`config.mk`:
```
export PLATFORM = sky130hd
export DESIGN_NAME = scalar_kalman_velocity_filter_unit
export DESIGN_NICKNAME = d
export VERILOG_FILES = /design/src/hdl/skvf_pkg.sv /design/src/hdl/scalar_kalman_velocity_filter_unit.sv /design/src/hdl/skvf_ctrl.sv /design/src/hdl/skvf_dp.sv
export SDC_FILE = /design/constraint.sdc
export NUM_CORES = 2
export LEC_CHECK = 0
export ABC_AREA = 1
export BUFFER_PORTS_ARGS = -buffer_cell sky130_fd_sc_hd__buf_2
export CORE_ASPECT_RATIO = 1.1
export CORE_UTILIZATION = 35
export DETAILED_ROUTE_END_ITERATION = 12
export HOLD_SLACK_MARGIN = 0.08
export PLACE_DENSITY = 0.46
export SETUP_SLACK_MARGIN = 0.3
export SLEW_MARGIN = 25
export SYNTH_ARGS = -nofsm -noshare
export SYNTH_HDL_FRONTEND = slang
export SYNTH_SLANG_ARGS = --single-unit
export TNS_END_PERCENT = 1
```
`constraint.sdc`:
```
create_clock -name clk -period 7.85 [get_ports clk]
set_input_delay 1.9625 -clock clk [delete_from_list [all_inputs] [get_ports clk]]
set_output_delay 1.9625 -clock clk [all_outputs]
set_load 0.02 [all_outputs]
```
`src/hdl/skvf_pkg.sv`:
```
// Shared types and codes for the scalar Kalman velocity filter.
// No dependencies; imported by skvf_ctrl, skvf_dp and the top level.
package skvf_pkg;

  localparam int CFG_IDX_W = 2;

  // Configuration register indexes
  typedef enum logic [CFG_IDX_W-1:0] {
    CFG_PROC_NOISE    = 2'd0,
    CFG_MEAS_NOISE    = 2'd1,
    CFG_INIT_EST      = 2'd2,
    CFG_INIT_ERR      = 2'd3
  } cfg_idx_t;

  typedef enum logic [2:0] {
    ST_IDLE,
    ST_PRED,
    ST_DIV,
    ST_GAIN,
    ST_MUL,
    ST_CORR,
    ST_DONE
  } ctrl_state_t;

  // Controller to datapath commands
  typedef struct packed {
    logic accept;    // latch measurement
    logic pred;      // prediction, innovation, divider load
    logic div_step;  // one quotient bit
    logic mul_init;  // load gain and (1 - gain) into the multipliers
    logic mul_step;  // one multiplier bit
    logic corr;      // corrected estimate and error
    logic commit;    // update state, load output register
  } dp_cmd_t;

endpackage

```
`src/hdl/scalar_kalman_velocity_filter_unit.sv`:
```
// Top level of the scalar Kalman velocity filter.
// Instantiates skvf_ctrl and skvf_dp; uses skvf_pkg.
//
// One-dimensional Kalman filter with a velocity term in signed fixed point
// (DATA_WIDTH-bit words, FRAC_BITS fraction bits, Q16.16 by default). Each
// measurement transaction yields exactly one result transaction holding the
// corrected estimate, the updated error variance, the velocity (change in
// estimate) and the one-step prediction, all saturated. One transaction is
// in flight at a time. A restoring divider forms the gain one quotient bit
// per cycle; two shift-add multipliers apply it, also one bit per cycle,
// between the prediction and the correction and handoff. A finished result
// sits in an output register; the next measurement is accepted while it
// waits, and the block only stalls at the final step if the previous result
// is still not taken. Config writes (cfg_we, cfg_index, cfg_data) take
// effect at once, reload estimate and error from the initial-value
// registers and clear velocity; issue them only while no transaction is in
// progress. Reset restores defaults of 1.0 for both noise terms and the
// initial error, and 0 for the initial estimate.
module scalar_kalman_velocity_filter_unit #(
  parameter int DATA_WIDTH = 32,
  parameter int FRAC_BITS  = 16
) (
  input  logic                             clk,
  input  logic                             rst_n,
  // config port
  input  logic                             cfg_we,
  input  logic [skvf_pkg::CFG_IDX_W-1:0]   cfg_index,
  input  logic [DATA_WIDTH-1:0]            cfg_data,
  // measurement channel
  input  logic                             in_valid,
  output logic                             in_ready,
  input  logic signed [DATA_WIDTH-1:0]     in_measurement,
  // result channel
  output logic                             out_valid,
  input  logic                             out_ready,
  output logic signed [DATA_WIDTH-1:0]     out_filtered_estimate,
  output logic [DATA_WIDTH-1:0]            out_error_variance,
  output logic signed [DATA_WIDTH-1:0]     out_rate_of_change,
  output logic signed [DATA_WIDTH-1:0]     out_next_prediction
);
  import skvf_pkg::*;

  dp_cmd_t cmd;

  // sequencer: steps one transaction through predict, divide, multiply,
  // correct and commit
  skvf_ctrl #(
    .FRAC_BITS (FRAC_BITS)
  ) u_ctrl (
    .clk       (clk),
    .rst_n     (rst_n),
    .in_valid  (in_valid),
    .in_ready  (in_ready),
    .out_valid (out_valid),
    .out_ready (out_ready),
    .cmd       (cmd)
  );

  // arithmetic, filter state, config registers and output register
  skvf_dp #(
    .DATA_WIDTH (DATA_WIDTH),
    .FRAC_BITS  (FRAC_BITS)
  ) u_dp (
    .clk                   (clk),
    .rst_n                 (rst_n),
    .cmd                   (cmd),
    .cfg_we                (cfg_we),
    .cfg_index             (cfg_index),
    .cfg_data              (cfg_data),
    .in_measurement        (in_measurement),
    .out_filtered_estimate (out_filtered_estimate),
    .out_error_variance    (out_error_variance),
    .out_rate_of_change    (out_rate_of_change),
    .out_next_prediction   (out_next_prediction)
  );

endmodule

```
`src/hdl/skvf_ctrl.sv`:
```
// Sequencer for the scalar Kalman velocity filter.
// Depends on skvf_pkg; drives skvf_dp through dp_cmd_t.
module skvf_ctrl #(
  parameter int FRAC_BITS = 16
) (
  input  logic              clk,
  input  logic              rst_n,
  input  logic              in_valid,
  output logic              in_ready,
  output logic              out_valid,
  input  logic              out_ready,
  output skvf_pkg::dp_cmd_t cmd
);
  import skvf_pkg::*;

  localparam int CW = $clog2(FRAC_BITS + 2);
  localparam logic [CW-1:0] LAST = CW'(FRAC_BITS);

  ctrl_state_t    state_r, state_nxt;
  logic [CW-1:0]  cnt_r, cnt_nxt;
  logic           out_valid_r, out_valid_nxt;
  logic           slot_free;

  assign slot_free = !out_valid_r || out_ready;

  always_ff @(posedge clk) begin
    if (!rst_n) begin
      state_r     <= ST_IDLE;
      cnt_r       <= '0;
      out_valid_r <= 1'b0;
    end else begin
      state_r     <= state_nxt;
      cnt_r       <= cnt_nxt;
      out_valid_r <= out_valid_nxt;
    end
  end

  // next state
  always_comb begin
    state_nxt = state_r;
    cnt_nxt   = cnt_r;
    case (state_r)
      ST_IDLE: begin
        if (in_valid) state_nxt = ST_PRED;
      end
      ST_PRED: begin
        state_nxt = ST_DIV;
        cnt_nxt   = '0;
      end
      ST_DIV: begin
        if (cnt_r == LAST) state_nxt = ST_GAIN;
        else cnt_nxt = cnt_r + 1'b1;
      end
      ST_GAIN: begin
        state_nxt = ST_MUL;
        cnt_nxt   = '0;
      end
      ST_MUL: begin
        if (cnt_r == LAST) state_nxt = ST_CORR;
        else cnt_nxt = cnt_r + 1'b1;
      end
      ST_CORR: begin
        state_nxt = ST_DONE;
      end
      ST_DONE: begin
        if (slot_free) state_nxt = ST_IDLE;
      end
      default: begin
        state_nxt = ST_IDLE;
      end
    endcase
  end

  // outputs
  always_comb begin
    cmd           = '0;
    in_ready      = 1'b0;
    out_valid_nxt = out_valid_r && !out_ready;
    case (state_r)
      ST_IDLE: begin
        in_ready   = 1'b1;
        cmd.accept = in_valid;
      end
      ST_PRED: cmd.pred     = 1'b1;
      ST_DIV:  cmd.div_step = 1'b1;
      ST_GAIN: cmd.mul_init = 1'b1;
      ST_MUL:  cmd.mul_step = 1'b1;
      ST_CORR: cmd.corr     = 1'b1;
      ST_DONE: begin
        if (slot_free) begin
          cmd.commit    = 1'b1;
          out_valid_nxt = 1'b1;
        end
      end
      default: begin
        cmd = '0;
      end
    endcase
  end

  assign out_valid = out_valid_r;

endmodule

```
`src/hdl/skvf_dp.sv`:
```
// Datapath of the scalar Kalman velocity filter: config registers, state,
// serial divider, two shift-add multipliers, output register. Uses skvf_pkg.
module skvf_dp #(
  parameter int DATA_WIDTH = 32,
  parameter int FRAC_BITS  = 16
) (
  input  logic                                 clk,
  input  logic                                 rst_n,
  input  skvf_pkg::dp_cmd_t                    cmd,
  input  logic                                 cfg_we,
  input  logic [skvf_pkg::CFG_IDX_W-1:0]       cfg_index,
  input  logic [DATA_WIDTH-1:0]                cfg_data,
  input  logic signed [DATA_WIDTH-1:0]         in_measurement,
  output logic signed [DATA_WIDTH-1:0]         out_filtered_estimate,
  output logic [DATA_WIDTH-1:0]                out_error_variance,
  output logic signed [DATA_WIDTH-1:0]         out_rate_of_change,
  output logic signed [DATA_WIDTH-1:0]         out_next_prediction
);
  import skvf_pkg::*;

  localparam int W   = DATA_WIDTH;
  localparam int F   = FRAC_BITS;
  localparam int GW  = F + 1;       // gain width, 0..1.0
  localparam int RW  = W + 2;       // divider remainder
  localparam int MW  = W + 1;       // innovation magnitude
  localparam int PW1 = MW + GW;
  localparam int PW2 = W + GW;
  localparam logic [W-1:0]  ONE_W = {{(W-1){1'b0}}, 1'b1} << F;
  localparam logic [GW-1:0] ONE_G = {1'b1, {F{1'b0}}};

  function automatic logic [W-1:0] sat3(input logic [W+2:0] x);
    if (x[W+2:W-1] == '0 || x[W+2:W-1] == '1) return x[W-1:0];
    return x[W+2] ? {1'b1, {(W-1){1'b0}}} : {1'b0, {(W-1){1'b1}}};
  endfunction

  function automatic logic [W-1:0] sat1(input logic [W:0] x);
    if (x[W] == x[W-1]) return x[W-1:0];
    return x[W] ? {1'b1, {(W-1){1'b0}}} : {1'b0, {(W-1){1'b1}}};
  endfunction

  // configuration and filter state
  logic [W-1:0] pn_r, mn_r, ie_r, ierr_r;
  logic [W-1:0] pn_nxt, mn_nxt, ie_nxt, ierr_nxt;
  logic [W-1:0] est_r, err_r, vel_r;

  // per-transaction working registers
  logic [W-1:0]   meas_r;
  logic [W:0]     pred_r, den_r;
  logic [W-1:0]   pe_r;
  logic           neg_r;
  logic [MW-1:0]  mag_r;
  logic [RW-1:0]  rem_r;
  logic [GW-1:0]  q_r, g1_r, g2_r;
  logic [PW1-1:0] acc1_r;
  logic [PW2-1:0] acc2_r;
  logic [W-1:0]   new_est_r, new_err_r;
  logic [W-1:0]   oest_r, oerr_r, ovel_r, onext_r;

  // prediction
  logic [W:0]   pred_nxt, pe_sum, den_nxt;
  logic [W-1:0] pe_nxt;
  logic [W+1:0] innov, innov_neg;

  always_comb begin
    pred_nxt  = {est_r[W-1], est_r} + {vel_r[W-1], vel_r};
    pe_sum    = {1'b0, err_r} + {1'b0, pn_r};
    pe_nxt    = pe_sum[W] ? '1 : pe_sum[W-1:0];
    den_nxt   = {1'b0, pe_nxt} + {1'b0, mn_r};
    innov     = {{2{meas_r[W-1]}}, meas_r} - {pred_nxt[W], pred_nxt};
    innov_neg = -innov;
  end

  // divider step
  logic [RW-1:0] den_ext, rem_diff, rem_nxt;
  logic          q_bit;

  always_comb begin
    den_ext  = {1'b0, den_r};
    q_bit    = rem_r >= den_ext;
    rem_diff = rem_r - den_ext;
    rem_nxt  = q_bit ? {rem_diff[RW-2:0], 1'b0} : {rem_r[RW-2:0], 1'b0};
  end

  // gain (zero for a zero denominator)
  logic [GW-1:0] gain;
  assign gain = (den_r == '0) ? '0 : q_r;

  // correction
  logic [W+1:0] prod1;
  logic [W+2:0] corr, est_sum;
  logic [W:0]   prod2;

  always_comb begin
    prod1   = acc1_r[PW1-1:F];
    corr    = neg_r ? -{1'b0, prod1} : {1'b0, prod1};
    est_sum = {{2{pred_r[W]}}, pred_r} + corr;
    prod2   = acc2_r[PW2-1:F];
  end

  // velocity and one-step prediction
  logic [W-1:0] vel_nxt, next_nxt;

  always_comb begin
    vel_nxt  = sat1({new_est_r[W-1], new_est_r} - {est_r[W-1], est_r});
    next_nxt = sat1({new_est_r[W-1], new_est_r} + {vel_nxt[W-1], vel_nxt});
  end

  // config write decode
  always_comb begin
    pn_nxt   = pn_r;
    mn_nxt   = mn_r;
    ie_nxt   = ie_r;
    ierr_nxt = ierr_r;
    case (cfg_idx_t'(cfg_index))
      CFG_PROC_NOISE:    pn_nxt   = cfg_data;
      CFG_MEAS_NOISE:    mn_nxt   = cfg_data;
      CFG_INIT_EST:      ie_nxt   = cfg_data;
      CFG_INIT_ERR:      ierr_nxt = cfg_data;
      default: begin
        pn_nxt = pn_r;
      end
    endcase
  end

  // config and state; any config write reloads the state
  always_ff @(posedge clk) begin
    if (!rst_n) begin
      pn_r   <= ONE_W;
      mn_r   <= ONE_W;
      ie_r   <= '0;
      ierr_r <= ONE_W;
      est_r  <= '0;
      err_r  <= ONE_W;
      vel_r  <= '0;
    end else if (cfg_we) begin
      pn_r   <= pn_nxt;
      mn_r   <= mn_nxt;
      ie_r   <= ie_nxt;
      ierr_r <= ierr_nxt;
      est_r  <= ie_nxt;
      err_r  <= ierr_nxt;
      vel_r  <= '0;
    end else if (cmd.commit) begin
      est_r <= new_est_r;
      err_r <= new_err_r;
      vel_r <= vel_nxt;
    end
  end

  // working registers
  always_ff @(posedge clk) begin
    if (cmd.accept) meas_r <= in_measurement;
    if (cmd.pred) begin
      pred_r <= pred_nxt;
      pe_r   <= pe_nxt;
      den_r  <= den_nxt;
      neg_r  <= innov[W+1];
      mag_r  <= innov[W+1] ? innov_neg[W:0] : innov[W:0];
      rem_r  <= {2'b00, pe_nxt};
      q_r    <= '0;
    end
    if (cmd.div_step) begin
      rem_r <= rem_nxt;
      q_r   <= {q_r[GW-2:0], q_bit};
    end
    if (cmd.mul_init) begin
      g1_r   <= gain;
      g2_r   <= ONE_G - gain;
      acc1_r <= '0;
      acc2_r <= '0;
    end
    if (cmd.mul_step) begin
      acc1_r <= {acc1_r[PW1-2:0], 1'b0} + (g1_r[GW-1] ? {{GW{1'b0}}, mag_r} : '0);
      acc2_r <= {acc2_r[PW2-2:0], 1'b0} + (g2_r[GW-1] ? {{GW{1'b0}}, pe_r} : '0);
      g1_r   <= {g1_r[GW-2:0], 1'b0};
      g2_r   <= {g2_r[GW-2:0], 1'b0};
    end
    if (cmd.corr) begin
      new_est_r <= sat3(est_sum);
      new_err_r <= prod2[W] ? '1 : prod2[W-1:0];
    end
    if (cmd.commit) begin
      oest_r  <= new_est_r;
      oerr_r  <= new_err_r;
      ovel_r  <= vel_nxt;
      onext_r <= next_nxt;
    end
  end

  assign out_filtered_estimate = oest_r;
  assign out_error_variance    = oerr_r;
  assign out_rate_of_change    = ovel_r;
  assign out_next_prediction   = onext_r;

endmodule

```
=== After elaboration in Yosys (flattened, before gate mapping) ===
Index checks and enable logic that the tools add are counted.

* Input bits: 71
* Flip-flop bits (word level): 773
* Output and inout bits: 130
* Logic and storage cells: 140

* Mux-type cells: 56
* Reduce and logical (&&, ||, !) cells: 20
* Equality and inequality tests: 18
* Add/sub/neg operators: 14
* $lt $le $gt $ge: 1
* Bitwise operators: 1

{| class="wikitable"
|+ Operators by type and width
! operator !! count
|-
| 2-to-1 mux 32 bit || 17
|-
| adder 32 x 32 -> 33 bit || 4
|-
| 2-to-1 mux 17 bit || 7
|-
| 2-to-1 mux 34 bit || 3
|-
| 2-to-1 mux 50 bit || 2
|-
| 2-to-1 mux 49 bit || 2
|-
| 2-to-1 mux 33 bit || 2
|-
| adder 50 bit || 1
|-
| adder 49 bit || 1
|-
| adder 35 bit || 1
|-
| 2-to-1 mux 35 bit || 1
|-
| negator 34 -> 35 bit || 1
|-
| greater-or-equal comparator 34 x 33 -> 1 bit || 1
|-
| subtractor 32 x 33 -> 34 bit || 1
|-
| zero test 33 bit || 1
|-
| negator 33 bit || 1
|-
| subtractor 32 x 32 -> 33 bit || 1
|-
| subtractor 33 bit || 1
|-
| one-hot mux 3 bit (7 select lines) || 1
|-
| subtractor 17 bit (first input constant) || 1
|-
| 2-to-1 mux 1 bit || 15
|-
| 2-to-1 mux 3 bit || 4
|-
| one-hot mux 5 bit (2 select lines) || 1
|-
| == test 3 bit (second input constant) || 3
|-
| other kinds (22) || 37
|}

=== Logic depth before layout (Yosys ltp) ===
* Word-level depth: 8
* Mapped depth: 37

=== Cells and area by module ===
From an unflattened synthesis, not the netlist that was laid out.

* Cell total of the unflattened synthesis: 6190
* Area total of the unflattened synthesis: 48834.3 µm²

{| class="wikitable"
|+ By module, submodules not included
! module !! sequential area each (µm²) !! cells each !! times used !! area each (µm²)
|-
| skvf_dp || 20659.8 || 6108 || 1 || 48295.1
|-
| skvf_ctrl || 180.2 || 82 || 1 || 539.3
|}

=== Worst setup path before layout ===
No wires, ideal clock.

* Path kind: register to register
* From: register u_ctrl.state_r[2]
* To: register u_dp.den_r[0] (enable)
* Data arrival time: 6003 ps
* Buffers on the path: 1
* Slack: 1222 ps
* Cell stages (with the launch flop): 3
* Clock period less this slack: 6628 ps
* Path through: dfxtp_1 > clkbuf_1 > nor2_1

* Longest elaborated chain between the ends: 2

{| class="wikitable"
|+ Ends and longest elaborated chain
! item !! line !! source
|-
| start: declaration || skvf_ctrl.sv:19 || <nowiki>ctrl_state_t state_r, state_nxt;</nowiki>
|-
| start signal: assignment || skvf_ctrl.sv:32 || <nowiki>state_r <= state_nxt;</nowiki>
|-
| == test 3 x 1 -> 1 bit || skvf_ctrl.sv:79 || <nowiki>case (state_r)</nowiki>
|-
| 2-to-1 mux 1 bit || skvf_ctrl.sv:79 ||
|-
| end signal: assignment || skvf_dp.sv:156 || <nowiki>den_r <= den_nxt;</nowiki>
|-
| end: declaration || skvf_dp.sv:48 || <nowiki>logic [W:0] pred_r, den_r;</nowiki>
|}

No other way between the ends.
A chain may end at the register's enable or synchronous reset.

=== Worst setup path in the final report ===
* From: register u_dp.err_r[0]
* To: register u_dp.den_r[32], data pin

* Longest elaborated chain between the ends: 3

{| class="wikitable"
|+ Ends and longest elaborated chain
! item !! line !! source
|-
| start: declaration || skvf_dp.sv:44 || <nowiki>logic [W-1:0] est_r, err_r, vel_r;</nowiki>
|-
| start signal: assignment || skvf_dp.sv:141 || <nowiki>err_r <= ierr_nxt;</nowiki>
|-
| start signal: assignment || skvf_dp.sv:145 || <nowiki>err_r <= new_err_r;</nowiki>
|-
| adder 32 x 32 -> 33 bit || skvf_dp.sv:66 || <nowiki>pe_sum = {1'b0, err_r} + {1'b0, pn_r};</nowiki>
|-
| 2-to-1 mux 32 bit || skvf_dp.sv:67 || <nowiki>pe_nxt = pe_sum[W] ? '1 : pe_sum[W-1:0];</nowiki>
|-
| named net u_dp.pe_nxt[1] || skvf_dp.sv:61 || <nowiki>logic [W-1:0] pe_nxt;</nowiki>
|-
| adder 32 x 32 -> 33 bit || skvf_dp.sv:68 || <nowiki>den_nxt = {1'b0, pe_nxt} + {1'b0, mn_r};</nowiki>
|-
| named net u_dp.den_nxt[32] || skvf_dp.sv:60 || <nowiki>logic [W:0] pred_nxt, pe_sum, den_nxt;</nowiki>
|}

The timed path passes the listed nets, and every way through them passes these cells.

==> impl_metrics.env <==
export IMPL_dpl_cell_area_um2=51500
export IMPL_startpoint_type="register"
export IMPL_drv_slew=0
export IMPL_yosys_area_top_type_share_pct=33.4
export IMPL_grt_pass1_wl_um=256000
export IMPL_timing_final_hold_violations=0
export IMPL_worstHoldPathType="reg2reg"
export IMPL_crit_buf_inv=3
export IMPL_async_flop_share_pct=0
export IMPL_cts_hold_repair_buffers=0
export IMPL_grt_overflow_total=0
export IMPL_syn_instance_count=6021
export IMPL_run_status="finished with violations"
export IMPL_synthesis_nets=6412
export IMPL_crit_path_top_delay_cell="sky130_fd_sc_hd__inv_1"
export IMPL_drt_drc_violations_left=18
export IMPL_synthDistinctLibCells=60
export IMPL_cts_num_sinks=772
export IMPL_multi_input_area_um2=23800
export IMPL_r2r_cells=33
export IMPL_buffer_ports_inserted=200
export IMPL_gpl_final_weighted_congestion=0.909
export IMPL_final_net_count=6604
export IMPL_failed_checks="DRC"
export IMPL_final_core_util_pct=39.8
export IMPL_worst_ep_arrival_time_ns=7.33
export IMPL_required_worst_endpoint_ns=8.29
export IMPL_clk_transition_reported_paths_ns=0.06
export IMPL_cp_end_kind="register"
export IMPL_total_number_of_yosys_warnings=0
export IMPL_synth_compound_area_share_pct=16.6
export IMPL_dominantRegCellSynth="sky130_fd_sc_hd__edfxtp_1"
export IMPL_insertedDiodeCount=0
export IMPL_insertion_delay_ns=0.72
export IMPL_clock_root_buffer_master="sky130_fd_sc_hd__clkbuf_16"
export IMPL_synth_simple_gate_area_share_pct=19.7
export IMPL_effective_utilization_at_floorplan_pct=35.4
export IMPL_critical_path_class="reg2reg"
export IMPL_slew_headroom_pct=33.6
export IMPL_wl_per_cell_um=21.5
export IMPL_finalSetupViolCount=0
export IMPL_seq_area_frac_synth_pct=43.1
export IMPL_ff_latch_area_um2=20800
export IMPL_timing_clock_skew_ns=0.0313
export IMPL_crit_fanout=21
export IMPL_setup_tns_final_ns=0
export IMPL_final_cell_area_um2=54400
export IMPL_synthDominantAreaCellType="sky130_fd_sc_hd__edfxtp_1"
export IMPL_adder_cell_fraction_of_synth_area_pct=8.44
export IMPL_critPathMostFrequentCell="sky130_fd_sc_hd__nand2_1"
export IMPL_synth_top_cells_by_count="sky130_fd_sc_hd__nand2_1 (1227), sky130_fd_sc_hd__inv_1 (819), sky130_fd_sc_hd__a21oi_1 (577), sky130_fd_sc_hd__nor2_1 (575), sky130_fd_sc_hd__edfxtp_1 (538)"
export IMPL_dieArea_um2=140000
export IMPL_power_per_cell_area_nw_per_um2=380
export IMPL_rsz0062_at_grt="false"
export IMPL_max_clock_path_buffers=3
export IMPL_peakVddDrop_v=0.000185
export IMPL_critical_path_startpoint="u_dp.err_r[0]$_SDFFE_PN0P_"
export IMPL_timing_final_crit_period_ns=6.89
export IMPL_core_area_um2=137000
export IMPL_final_hold_slack_ns=0.464
export IMPL_cts_max_level=3
export IMPL_cap_violations=0
export IMPL_globalRouteTotalUtil_pct=24.5
export IMPL_synth_area_mux_share_pct=0
export IMPL_combinational_family_with_the_most_area_after_synthesis="simple AND/OR/NAND/NOR gates"
export IMPL_detail_route_wirelength_um=174000
export IMPL_drt_iter0_markers=3035
export IMPL_fraction_of_layout_instances_using_a_drive_strength_above_1_pct=8.64
export IMPL_timing_hold_worst_path_depth=2
export IMPL_cts_buffers_inserted=90
export IMPL_rows=142
export IMPL_cp_slowest_stage_delay_ns=0.74
export IMPL_detail_route_vias_per_cell=5.16
export IMPL_worst_pin_slew_ns=0.996
export IMPL_number_of_antenna_violations_at_the_first_check_in_global_routing=13
export IMPL_layout_area_overhead_vs_synth_pct=12.7
export IMPL_worst_path_dominant_cell_family="compound AO/OA/AOI/OAI gates"
export IMPL_synth_most_common_cell="sky130_fd_sc_hd__nand2_1"
export IMPL_syn_cell_area_um2=48300
export IMPL_grt_start_max_net_pins=106
export IMPL_cts_tree="built"
export IMPL_synth_edff_count=538
export IMPL_postSynthRegisterBits=772
export IMPL_yosys_area_share_xor_xnor_pct=4.40
export IMPL_cp_depth=33
export IMPL_timing_rr_start="u_dp.err_r[0]$_SDFFE_PN0P_"
export IMPL_grt_pass1_vias=40000
export IMPL_ios=201
export IMPL_power_leakage_uw=0.0242
export IMPL_final_worst_path_cycle_share_pct=87.8
export IMPL_die_w_um=356
export IMPL_die_height_um=392
export IMPL_synthTopCellsByArea="sky130_fd_sc_hd__edfxtp_1 (33%), sky130_fd_sc_hd__dfxtp_1 (9.7%), sky130_fd_sc_hd__nand2_1 (9.5%)"
export IMPL_final_antenna_net_count=0
export IMPL_fillCellCount=14100
export IMPL_hold_path_startpoint="u_dp.ie_r[24]$_SDFFE_PN0P_"
export IMPL_fmaxAchievable_mhz=145
export IMPL_average_footprint_of_a_synthesized_cell_um2=8.02
export IMPL_dp_hpwl_um=135000
export IMPL_drt_pre_antenna_iters=9
export IMPL_via_count=41700
## layout make-up
class	count	area share, %
clock buffers	119	4.56
clock inverters	47	0.890
inverters	830	5.74
multi-input cells	4262	43.7
flip-flops and latches	772	38.3
well taps	1800	4.14
repair buffers	257	2.65
## registers in the layout (all words and copies together) (netlist names), 33 cells and up
signal / count
u_dp.rem_r: 34
u_dp.mag_r: 33
u_dp.acc2_r: 49
u_dp.pred_r: 33
u_dp.acc1_r: 50
u_dp.den_r: 33
## timing repair
item,in CTS,in global routing
resized for setup,0,3
setup buffers,0,1
setup endpoints to repair,0,31
## cell usage in the layout, fill, tap and decap left out, types with 12 or more instances in the layout
master	synthesis	layout
sky130_fd_sc_hd__a21boi_0	27	25
sky130_fd_sc_hd__a21o_1	13	13
sky130_fd_sc_hd__a21oi_1	577	576
sky130_fd_sc_hd__a221oi_1	39	39
sky130_fd_sc_hd__a31oi_1	56	56
sky130_fd_sc_hd__buf_2	13	200
sky130_fd_sc_hd__buf_4	2	56
sky130_fd_sc_hd__clkbuf_1	130	20
sky130_fd_sc_hd__clkbuf_16	0	93
sky130_fd_sc_hd__clkinv_1	4	15
sky130_fd_sc_hd__clkinv_2	0	14
sky130_fd_sc_hd__dfxtp_1	234	234
sky130_fd_sc_hd__edfxtp_1	538	538
sky130_fd_sc_hd__ha_1	310	310
sky130_fd_sc_hd__inv_1	819	815
sky130_fd_sc_hd__nand2_1	1227	1223
sky130_fd_sc_hd__nand2_2	30	32
sky130_fd_sc_hd__nand3_1	196	196
sky130_fd_sc_hd__nand4_1	56	56
sky130_fd_sc_hd__nor2_1	575	566
sky130_fd_sc_hd__nor2_2	26	29
sky130_fd_sc_hd__nor2_4	6	12
sky130_fd_sc_hd__nor3_1	64	62
sky130_fd_sc_hd__nor4_1	17	17
sky130_fd_sc_hd__o211ai_1	34	34
sky130_fd_sc_hd__o21a_1	45	45
sky130_fd_sc_hd__o21ai_0	484	478
sky130_fd_sc_hd__o21ai_1	8	14
sky130_fd_sc_hd__o21bai_1	19	19
sky130_fd_sc_hd__o22ai_1	60	60
sky130_fd_sc_hd__o31ai_1	15	14
sky130_fd_sc_hd__or2_2	38	38
sky130_fd_sc_hd__xnor2_1	82	82
sky130_fd_sc_hd__xor2_1	157	157
## logic make-up after synthesis
group | count (synthesis)
AND/OR/NAND/NOR | 2274
flip-flops | 772
adder cells (fa/ha/maj) | 320
XOR/XNOR | 241
buffers and inverters | 987
AO/OA/AOI/OAI | 1427
## tightest hold or removal path, delay by kind of cell, from the launching register on
kind | cells | cell delay, ns
flops | 1 | 0.31
compound gates | 1 | 0.05
simple gates | 1 | 0.06
## per-stage QoR
stage / power (µW) / cells / worst slack, ns
2_1_floorplan: 13200 / 6021 / 1.22
3_3_place_gp: 16400 / 7920 / 0.585
3_5_place_dp: 16400 / 7920 / 0.464
4_1_cts: 20800 / 8086 / 0.434
5_1_grt: 22100 / 8087 / 0.308
6_report: 20700 / 8087 / 0.961
## metal layers
layer	global-route usage [%]	wire length (µm)	vias to the layer above
met5	0	31	-
met4	5.60	3210	4
met3	2.45	7970	146
met2	38.4	77000	891
met1	36.0	86000	19900
li1	-	-	20800
## report_power, final
part | leakage (µW) | switching, µW | internal [µW]
Combinational | 0.0159 | 6930 | 3120
Clock | 0.00143 | 1870 | 2440
Sequential | 0.00690 | 559 | 5750
## worst paths after layout
kind / slack, ns / end
max: 0.96 / u_dp.den_r[32]$_DFFE_PP_
min: 0.46 / u_dp.ie_r[24]$_SDFFE_PN0P_
max reg2reg: 0.96 / u_dp.den_r[32]$_DFFE_PP_
min reg2reg: 0.46 / u_dp.ie_r[24]$_SDFFE_PN0P_
Power figures use the tool's default switching activity.
